`src/design/rba_ram.sv`:
```
// Generic single-port RAM with registered read data.
// No dependencies.
`default_nettype none
module rba_ram #(
  parameter int unsigned Width = 16,
  parameter int unsigned Depth = 16
) (
  input  wire logic                     clk_i,
  input  wire logic                     we_i,
  input  wire logic [$clog2(Depth)-1:0] addr_i,
  input  wire logic [Width-1:0]         wdata_i,
  output logic [Width-1:0]              rdata_o
);
  logic [Width-1:0] mem_q [Depth];
  always_ff @(posedge clk_i) begin
    if (we_i) begin
      mem_q[addr_i] <= wdata_i;
    end
    rdata_o <= mem_q[addr_i];
  end
endmodule
`default_nettype wire

```
`config.mk`:
```
export PLATFORM = sky130hd
export DESIGN_NAME = rba_ram
export DESIGN_NICKNAME = d
export VERILOG_FILES = /design/src/design/rba_ram.sv
export SDC_FILE = /design/constraint.sdc
export NUM_CORES = 1
export LEC_CHECK = 0
export BUFFER_PORTS_ARGS = -buffer_cell sky130_fd_sc_hd__buf_2
export CAP_MARGIN = 10
export CORE_ASPECT_RATIO = 1.2
export CORE_MARGIN = 1
export CORE_UTILIZATION = 50
export DETAILED_ROUTE_END_ITERATION = 10
export PLACE_DENSITY_LB_ADDON = 0.2
export SLEW_MARGIN = 20
export SYNTH_ARGS = -nofsm -noshare
export SYNTH_HDL_FRONTEND = slang
export SYNTH_SLANG_ARGS = --single-unit
```
`constraint.sdc`:
```
create_clock -name clk_i -period 2.57 [get_ports clk_i]
set_clock_uncertainty 0.2 [all_clocks]
set_input_delay 0.1285 -clock clk_i [delete_from_list [all_inputs] [get_ports clk_i]]
set_output_delay 0.1285 -clock clk_i [all_outputs]
set_load 0.02 [all_outputs]
```
==> flow_metrics.env, run 1 <==
export IMPL_die_width_um=131
export IMPL_synthTopCellsByArea="edfxtp_1 (77%), mux4_2 (14%), dfxtp_1 (3.2%), a22oi_1 (2.4%), nand2_1 (0.64%)"
export IMPL_share_of_the_synthesized_area_in_the_top_cell_type_pct=76.7
export IMPL_drt_iter0_drc=314
export IMPL_grt_setup_unrepaired="no"
export IMPL_fillers=1438
export IMPL_worst_endpoint_arrival_ns=1.58
export IMPL_outcome="complete, no violations"
export IMPL_timing_critical_path_to_type="flip-flop"
export IMPL_via_count_of_the_first_global_routing_pass=4943
export IMPL_hold_path_class="in2reg"
export IMPL_cts_tree="built"
export IMPL_die_y_um=157
export IMPL_n_antenna_cell=0
export IMPL_worstPathMaxFanout=22
export IMPL_timing_reg2reg_worst_path_depth=3
export IMPL_die_area_um2=20600
export IMPL_final_hold_violation_count=0
export IMPL_maxUsedRoutingLayer="met4"
export IMPL_design_final_nets=544
export IMPL_floorplan_rows=56
export IMPL_htree_levels=1
export IMPL_grt_overflow=0
export IMPL_io_pin_count=38
export IMPL_wl_met2_um=10300
export IMPL_postSynthCellCount=434
export IMPL_max_slew_margin_rel_pct=65.6
export IMPL_routedWlPerCell_um=23.7
export IMPL_core_box_area_um2=19600
export IMPL_clkLatencyLatePin_ns=0.53
export IMPL_count_of_input_and_output_buffers=37
export IMPL_pin_count_of_the_biggest_net_entering_global_routing=30
export IMPL_r2r_setup_slack_ns=1.05
export IMPL_share_of_cells_above_drive_strength_1_pct=33.4
export IMPL_regArea_um2=8010
export IMPL_wl_met3_um=795
export IMPL_yosys_cell_types_count=18
export IMPL_post_synth_instance_area_um2=10000
export IMPL_r2r_end="rdata_o[1]"
export IMPL_cts_path_max_buffers=3
export IMPL_worst_slew_pin_transition_ns=0.516
export IMPL_clock_root_buffer="clkbuf_16"
export IMPL_final_setup_viol_count=0
export IMPL_post_drt_via_cell_ratio=5.65
export IMPL_max_freq_ghz=0.638
export IMPL_multi_input_comb_area_um2=1930
export IMPL_drv_slew=0
export IMPL_global_route_usage_total_pct=19.5
export IMPL_synth_net_count=456
export IMPL_place_ws_ns=0.408
export IMPL_cp_start_kind="primary input"
export IMPL_via_count=4534
export IMPL_critPathRequiredTime_ns=2.58
export IMPL_final_common_cell="edfxtp_1"
export IMPL_power_density_cell_area_nw_per_um2=790
export IMPL_ir_drop_mv=0.609
export IMPL_globalplace_congestion=0.762
export IMPL_drc=0
export IMPL_post_synth_top_area_cell="edfxtp_1"
export IMPL_classification_of_the_worst_setup_path="in2reg"
export IMPL_number_of_antenna_violations_at_the_first_check_in_global_routing=0
export IMPL_syn_area_per_cell_um2=23.1
export IMPL_cellLeakagePower_nw=3.85
export IMPL_fin_worst_hold_slack_ns=0.109
export IMPL_worst_slack_ns=1.00
export IMPL_cts_inserted_buffers=26
export IMPL_hpwlAfterDp_um=11300
export IMPL_wire_length_of_the_first_global_routing_pass_um=29400
export IMPL_clkSinkCount=272
export IMPL_drt_met1_wl_um=7540
export IMPL_start_util_pct=51.1
export IMPL_synth_warning_count=0
export IMPL_most_common_layout_cells="edfxtp_1 (256), mux4_2 (62), buf_2 (36), a22oi_1 (32), buf_4 (27)"
export IMPL_final_min_clock_period_ns=1.57
export IMPL_cts_resized=0
export IMPL_hold_path_startpoint="addr_i[1]"
export IMPL_finalWirelength_um=19000
export IMPL_ys_ff_latch=272
export IMPL_worst_r2r_startpoint="mem_q[0][1]"
export IMPL_reg_clk_slew_reported_paths_ns=0.06
export IMPL_seq_area_frac_synth_pct=79.9
export IMPL_period_share_pct=61.0
export IMPL_finalSetupTns_ns=0
export IMPL_crit_path_start="addr_i[0]"
export IMPL_critical_path_endpoint="mem_q[11][11]"
export IMPL_ant_nets=0
export IMPL_drt_pass1_iterations=5
export IMPL_drv_cap=0
export IMPL_synthToLayoutAreaGrowth_pct=17.2
export IMPL_fin_total_pwr_mw=9.28
-- what timing repair did --
action,4_1_cts,5_1_grt
hold buffers,16,0
setup buffers,0,0
setup endpoints to repair,0,0
hold endpoints to repair,256,0
-- state kept, by name (all words and copies together) (netlist names) --
signal	count
mem_q	256
rdata_o	16
-- cell families after synthesis --
family	Yosys count	share of synthesized area, %
AND/OR/NAND/NOR	43	1.92
buffers and inverters	23	1.34
flip-flops	272	79.9
AO/OA/AOI/OAI	32	2.40
multiplexers	64	14.5
-- worst max-delay path, stage by stage --
cell	delay [ns]
buf_4	0.39
buf_4	0.35
nand2_1	0.20
nor2_2	0.22
buf_4	0.27
-- metal layers --
metal	up-vias	global-route usage, %
li1	2015	-
met1	2403	23.9
met2	87	35.5
met3	29	3.48
met4	0	6.31
met5	-	0
-- cell usage after synthesis --
library cell	instances
nand3b_1	2
mux4_1	2
buf_2	2
mux4_2	62
buf_6	5
nor2_1	13
a22oi_1	32
buf_4	2
and2_1	1
nand3_1	1
nand2b_1	2
nor2b_1	2
dfxtp_1	16
or3b_2	1
nand2_1	17
edfxtp_1	256
clkbuf_1	14
nor3_1	4
-- worst min path at each step --
stage | end | slack [ns] | depth (start not counted)
finish | rdata_o[12] | 0.11 | 4
global route | rdata_o[14] | 0.13 | 4
CTS | rdata_o[14] | 0.1 | 4
detailed placement | mem_q[10][13] | 0.31 | 1
global placement | mem_q[8][8] | 0.30 | 1
floorplan | mem_q[0][0] | 0.03 | 0
-- per-stage QoR --
step	instances	instance area, um^2	utilization (%)
after floorplan	434	10000	-
after global placement	739	10700	54.7
after detailed placement	739	10700	54.7
after CTS	803	11700	59.9
after global routing	803	11700	59.9
final	803	11700	59.9
-- power by group --
group | internal, mW | switching, mW | total (mW)
Combinational | 0.208 | 0.282 | 0.490
Sequential | 4.96 | 0.0255 | 4.98
Clock | 2.25 | 1.55 | 3.80
-- final cells by class --
cell class,count,area share (%)
Clock buffer,30,5.67
Clock inverter,18,1.62
Multi-Input combinational cell,139,16.4
Sequential cell,272,68.2
Tap cell,261,2.78
Timing Repair Buffer,83,5.31
Power figures use the tool's default switching activity.
==> inputs of run 2 (changes only) <==
==> constraint.sdc (replaced) <==
create_clock -name clk_i -period 1.5 [get_ports clk_i]
set_clock_uncertainty 0.2 [all_clocks]
set_input_delay 0.075 -clock clk_i [delete_from_list [all_inputs] [get_ports clk_i]]
set_output_delay 0.075 -clock clk_i [all_outputs]
set_load 0.02 [all_outputs]
==> run 2 against run 1 <==
Net effect:
- clock-buffer cell count up 10
- clock power up 69%
- global-route usage up 2.0 points
- first-iteration DRC count up 24%
- critical endpoint is now rdata_o[4]
==> flow_metrics.env, run 2 (synthesized netlist as in run 1, its figures left out) <==
export IMPL_worstPathMaxFanout=1
export IMPL_hpwlAfterDp_um=12700
export IMPL_start_util_pct=51.1
export IMPL_r2r_end="rdata_o[4]"
export IMPL_globalplace_congestion=0.755
export IMPL_clock_root_buffer="clkbuf_16"
export IMPL_period_share_pct=98.0
export IMPL_finalWirelength_um=21400
export IMPL_core_utilization_of_the_finished_layout_pct=63.3
export IMPL_layout_top_registers="mem_q (256), rdata_o (16)"
export IMPL_timing_critical_path_slowest_stage_cell="mux4_2"
export IMPL_cts_tree="built"
export IMPL_most_common_layout_cells="edfxtp_1 (256), mux4_2 (64), buf_4 (35), buf_2 (35)"
export IMPL_cts_inserted_buffers=26
export IMPL_die_y_um=157
export IMPL_htree_levels=1
export IMPL_clkLatencyLatePin_ns=0.53
export IMPL_worst_r2r_startpoint="mem_q[3][4]"
export IMPL_floorplan_rows=56
export IMPL_finish_instance_area_um2=12400
export IMPL_classification_of_the_worst_setup_path="reg2reg"
export IMPL_grt_overflow=0
export IMPL_cp_cell_sequence="mux4_2 -> a22oi_2 -> nand2_1"
export IMPL_power_frac_seq_pct=53.5
export IMPL_pwr_share_comb_pct=6.2
export IMPL_worst_slew_pin_transition_ns=0.289
export IMPL_drv_cap=0
export IMPL_synthToLayoutAreaGrowth_pct=23.8
export IMPL_n_antenna_cell=0
export IMPL_drt_pass1_iterations=4
export IMPL_ant_nets=0
export IMPL_drt_iter0_drc=388
export IMPL_design_final_nets=574
export IMPL_power_density_cell_area_nw_per_um2=1290
export IMPL_final_min_clock_period_ns=1.47
export IMPL_grt_setup_unrepaired="yes"
export IMPL_post_drt_via_cell_ratio=5.86
export IMPL_crit_cells=3
export IMPL_hold_path_class="in2reg"
export IMPL_via_count_of_the_first_global_routing_pass=5176
export IMPL_via_count=4875
export IMPL_final_setup_viol_count=0
export IMPL_routedWlPerCell_um=25.7
export IMPL_fin_total_pwr_mw=16.0
export IMPL_share_of_cells_above_drive_strength_1_pct=40.6
export IMPL_worst_endpoint_arrival_ns=1.69
export IMPL_max_slew_margin_rel_pct=80.8
export IMPL_cellLeakagePower_nw=4.08
export IMPL_critPathRequiredTime_ns=1.71
export IMPL_post_cts_setup_buffers=0
export IMPL_timing_reg2reg_worst_path_depth=3
export IMPL_core_box_area_um2=19600
export IMPL_max_freq_ghz=0.680
export IMPL_reg_clk_slew_reported_paths_ns=0.07
export IMPL_share_clk_of_total_power_pct=40.3
export IMPL_wire_length_of_the_first_global_routing_pass_um=32000
export IMPL_drc=0
export IMPL_drv_slew=0
export IMPL_total_switching_power_mw=3.28
export IMPL_final_common_cell="edfxtp_1"
export IMPL_io_pin_count=38
export IMPL_critical_path_endpoint="rdata_o[4]"
export IMPL_worst_slack_ns=0.0297
export IMPL_r2r_setup_slack_ns=0.03
export IMPL_dpl_instance_area_um2=11300
export IMPL_place_ws_ns=-0.210
export IMPL_pin_count_of_the_biggest_net_entering_global_routing=32
export IMPL_number_of_antenna_violations_at_the_first_check_in_global_routing=0
export IMPL_largest_register_ff_count=256
export IMPL_cts_path_max_buffers=3
export IMPL_final_hold_violation_count=0
export IMPL_worst_path_buf_inv=0
export IMPL_registers_top_by_ff_count="mem_q"
export IMPL_die_area_um2=20600
export IMPL_count_of_input_and_output_buffers=37
export IMPL_ir_drop_mv=0.801
export IMPL_swShare_pct=20.5
export IMPL_p_int_mw=12.7
export IMPL_crit_path_max_incr_delay_ns=0.49
export IMPL_crit_path_start="mem_q[3][4]"
export IMPL_clkSinkCount=272
export IMPL_cp_start_kind="flip-flop"
export IMPL_global_route_usage_total_pct=21.6
export IMPL_timing_critical_path_to_type="flip-flop"
export IMPL_crit_family="multiplexers"
export IMPL_die_width_um=131
export IMPL_outcome="complete, no violations"
==> run 2: power groups by stage <==
stage	logic, mW	clock network, mW	registers (mW)
2_1_floorplan	0.461	0	8.76
3_3_place_gp	0.920	0	8.69
3_5_place_dp	0.940	0	8.70
4_1_cts	0.979	6.53	8.54
5_1_grt	1.06	6.82	8.55
6_report	0.993	6.44	8.54
==> run 2: area by class of cell <==
| cell class | count | area, um^2 |
|---|---|---|
| flip-flops and latches | 272 | 8010 |
| fillers | 1325 | 7210 |
| multi-input cells | 139 | 2100 |
| repair buffers | 113 | 1130 |
| clock buffers | 40 | 743 |
| well taps | 261 | 327 |
| clock inverters | 7 | 98.8 |
==> run 2: stage by stage <==
step	hold WS (ns)	TNS [ns]	cells
after global routing	0.0254	-0.00863	832
after detailed placement	0.259	-15.83	768
after global placement	0.241	-16.21	768
final	0.00599	0	832
after floorplan	-0.0261	-4.53	434
after CTS	0.00361	0	832
==> run 2: layer usage <==
metal | vias to the layer above | track usage, % | wire, um | share of wire [%]
li1 | 2076 | - | - | -
met1 | 2612 | 29.7 | 8730 | 41
met2 | 148 | 36.5 | 11000 | 52
met3 | 39 | 2.83 | 1150 | 5.4
met4 | 0 | 6.42 | 437 | 2.0
met5 | - | 0 | 0 | 0
==> run 2: tightest hold or removal path, cell delays in order <==
cell and delay, ns:
buf_4 0.16, buf_12 0.16, mux4_2 0.19, a22oi_1 0.06, nand2_1 0.05
==> run 2: how the worst min path moves through the flow <==
stage          cells past startpoint   startpoint            to  slack, ns
3_5_place_dp                       1  wdata_i[14]  mem_q[0][14]       0.26
4_1_cts                            5    addr_i[1]   rdata_o[10]      0.004
5_1_grt                            5    addr_i[1]   rdata_o[10]       0.03
6_report                           5    addr_i[1]   rdata_o[10]      0.006
2_1_floorplan                      0   wdata_i[0]   mem_q[0][0]      -0.03
3_3_place_gp                       1  wdata_i[14]  mem_q[2][14]       0.24
==> run 2: what timing repair did <==
action / CTS / global route
gates resized for setup: 1 / 16
endpoints found under the hold margin: 257 / 0
cloned: 0 / 0
endpoints found under the setup margin: 1 / 10
hold buffers: 17 / 0
pin swaps: 0 / 5
==> inputs of run 3 (changes only) <==
--- a/config.mk
+++ b/config.mk
@@ -5,6 +5,7 @@
 export SDC_FILE = /design/constraint.sdc
 export NUM_CORES = 1
 export LEC_CHECK = 0
+export ABC_AREA = 1
 export BUFFER_PORTS_ARGS = -buffer_cell sky130_fd_sc_hd__buf_2
 export CAP_MARGIN = 10
 export CORE_ASPECT_RATIO = 1.2
==> run 3 against run 2 <==
Net effect:
- utilization decreased by 2.1 points
- combinational power increased by 22%
- total power increased by 0.46%
- fmax increased by 5.7%
- the flow now finishes with violations (design-rule violations)
- final cell count increased by 75%
- first-iteration DRC count increased by 29%
- routed wire length increased by 22%
==> flow_metrics.env, run 3 <==
export IMPL_drt_iter0_drc=500
export IMPL_reg_clk_slew_reported_paths_ns=0.06
export IMPL_synth_edff_count=256
export IMPL_yosys_cell_types_count=13
export IMPL_drv_slew=0
export IMPL_via_count_of_the_first_global_routing_pass=7224
export IMPL_wire_length_of_the_first_global_routing_pass_um=40600
export IMPL_htree_levels=1
export IMPL_max_slew_margin_rel_pct=72.3
export IMPL_io_pin_count=38
export IMPL_routedWlPerCell_um=17.9
export IMPL_hpwlAfterDp_um=16800
export IMPL_largest_register_ff_count=256
export IMPL_synth_net_count=1092
export IMPL_max_freq_ghz=0.719
export IMPL_clkSinkCount=272
export IMPL_fillers=1747
export IMPL_layout_top_registers="mem_q (256), rdata_o (16)"
export IMPL_crit_cells=1
export IMPL_core_box_area_um2=21800
export IMPL_share_clk_of_total_power_pct=39.1
export IMPL_swShare_pct=22.2
export IMPL_die_width_um=138
export IMPL_cp_start_kind="flip-flop"
export IMPL_cts_inserted_buffers=27
export IMPL_worst_path_buf_inv=1
export IMPL_cts_path_max_buffers=3
export IMPL_global_route_usage_total_pct=23.3
export IMPL_period_share_pct=92.7
export IMPL_die_y_um=166
export IMPL_globalplace_congestion=0.812
export IMPL_number_of_antenna_violations_at_the_first_check_in_global_routing=0
export IMPL_post_synth_instance_area_um2=11200
export IMPL_pwr_share_comb_pct=7.5
export IMPL_post_drt_via_cell_ratio=5.04
export IMPL_count_of_input_and_output_buffers=37
export IMPL_synthTopCellsByArea="edfxtp_1 (69%), nand2_1 (23%), dfxtp_1 (2.9%), inv_1 (1.3%), buf_2 (1.3%)"
export IMPL_placed_cells_incl_taps=1389
export IMPL_total_switching_power_mw=3.56
export IMPL_cp_cell_sequence="buf_2"
export IMPL_final_min_clock_period_ns=1.39
export IMPL_clock_root_buffer="clkbuf_16"
export IMPL_ant_nets=0
export IMPL_synth_top_cells_by_count="nand2_1 (690), edfxtp_1 (256), inv_1 (38), buf_2 (28)"
export IMPL_start_util_pct=51.2
export IMPL_drv_cap=0
export IMPL_hold_path_class="in2reg"
export IMPL_registers_top_by_ff_count="mem_q"
export IMPL_ir_drop_mv=0.888
export IMPL_failed_checks="design-rule violations"
export IMPL_finalWirelength_um=26100
export IMPL_n_antenna_cell=0
export IMPL_fin_total_pwr_mw=16.0
export IMPL_power_density_cell_area_nw_per_um2=1200
export IMPL_worst_slew_pin_transition_ns=0.414
export IMPL_final_common_cell="nand2_1"
export IMPL_synth_warning_count=0
export IMPL_synthToLayoutAreaGrowth_pct=19.5
export IMPL_post_synth_top_area_cell="edfxtp_1"
export IMPL_yosys_cell_count_top_type="nand2_1"
export IMPL_ys_async_sr_fraction_pct=0
export IMPL_synthFlopType="edfxtp_1"
export IMPL_final_hold_violation_count=0
export IMPL_pin_count_of_the_biggest_net_entering_global_routing=68
export IMPL_via_count=7333
export IMPL_timing_reg2reg_worst_path_depth=8
export IMPL_core_utilization_of_the_finished_layout_pct=61.2
export IMPL_design_final_nets=1183
export IMPL_final_instance_count_excl_fill=1455
export IMPL_floorplan_rows=59
export IMPL_worstHoldPathCells=7
export IMPL_drc=8
export IMPL_drt_pass1_iterations=8
export IMPL_critPathRequiredTime_ns=1.22
export IMPL_power_frac_seq_pct=53.3
export IMPL_outcome="complete, but fails checks"
export IMPL_worstPathMaxFanout=1
export IMPL_grt_overflow=0
export IMPL_cellLeakagePower_nw=5.64
export IMPL_timing_critical_path_to_type="primary output"
export IMPL_crit_family="flip-flops"
export IMPL_cts_tree="built"
export IMPL_seq_area_frac_synth_pct=71.8
export IMPL_p_int_mw=12.5
export IMPL_grt_setup_unrepaired="no"
export IMPL_timing_critical_path_slowest_stage_cell="dfxtp_1"
export IMPL_classification_of_the_worst_setup_path="reg2out"
export IMPL_worst_endpoint_arrival_ns=1.12
export IMPL_share_of_cells_above_drive_strength_1_pct=13.1
export IMPL_postSynthCellCount=1070
export IMPL_share_of_the_synthesized_area_in_the_top_cell_type_pct=68.9
export IMPL_crit_path_max_incr_delay_ns=0.39
export IMPL_ys_ff_latch=272
export IMPL_final_setup_viol_count=0
export IMPL_clkLatencyLatePin_ns=0.53
export IMPL_most_common_layout_cells="nand2_1 (690), edfxtp_1 (256), inv_1 (35), buf_2 (35), buf_12 (28)"
export IMPL_die_area_um2=22900
export IMPL_syn_area_per_cell_um2=10.4
[run 3: changes by cell type after synthesis, moves of 3 or more]
cell,before,now
nand2_1,17,690
mux4_2,62,0
inv_1,0,38
a22oi_1,32,0
buf_2,2,28
clkbuf_1,14,5
buf_6,5,11
nor3_1,4,0
nand3_1,1,4
nor2_1,13,16
[run 3: cell type report]
cell class                      count  area (um^2)  share of cell area [%]
Clock inverter                      7         35.0                   0.263
Timing Repair Buffer              109         1130                    8.51
Tap cell                          274          343                    2.57
Inverter                           39          153                    1.15
Multi-Input combinational cell    712         2860                    21.5
Clock buffer                       42          792                    5.94
Sequential cell                   272         8010                    60.1
[run 3: what timing repair did]
action | in CTS | in global routing
setup buffers | 0 | 0
hold endpoints to repair | 259 | 0
hold buffers | 17 | 0
gates resized for setup | 0 | 6
endpoints found under the setup margin | 0 | 25
[run 3: kinds of logic after synthesis]
family | synth area share, %
buf+inv | 4.14
flops | 71.8
simple gates | 24.1
[run 3: worst paths after layout]
kind                start          end  slack [ns]
max            rdata_o[7]   rdata_o[7]        0.11
min             addr_i[3]   rdata_o[2]        0.03
max reg2reg   mem_q[9][3]   rdata_o[3]        0.30
min reg2reg  mem_q[8][10]  rdata_o[10]        0.50
[run 3: metal layers]
metal	global-route usage, %	vias to the layer above	part of all wire [%]	routed length, um
met5	0	-	0	0
met4	7.47	0	2.6	672
li1	-	3599	-	-
met3	2.60	43	4.5	1170
met2	40.7	181	51	13200
met1	30.4	3510	42	11000
[run 3: power groups by stage]
| stage | Clock [mW] | Combinational [mW] | Sequential, mW |
|---|---|---|---|
| finish | 6.28 | 1.21 | 8.56 |
| global route | 6.67 | 1.34 | 8.57 |
| CTS | 6.40 | 1.22 | 8.56 |
| detailed placement | 0 | 1.18 | 8.72 |
| global placement | 0 | 1.16 | 8.71 |
| floorplan | 0 | 0.636 | 8.76 |
[run 3: through the flow]
stage	cell area, um^2	TNS, ns	setup WS (ns)	hold WS [ns]
2_1_floorplan	11400	-0.581	-0.0197	-0.0261
3_3_place_gp	12300	-0.131	-0.0223	0.285
3_5_place_dp	12300	-0.124	-0.0182	0.292
4_1_cts	13300	0	0.0276	0.0160
5_1_grt	13300	0	0.0835	0.0597
6_report	13300	0	0.109	0.0326
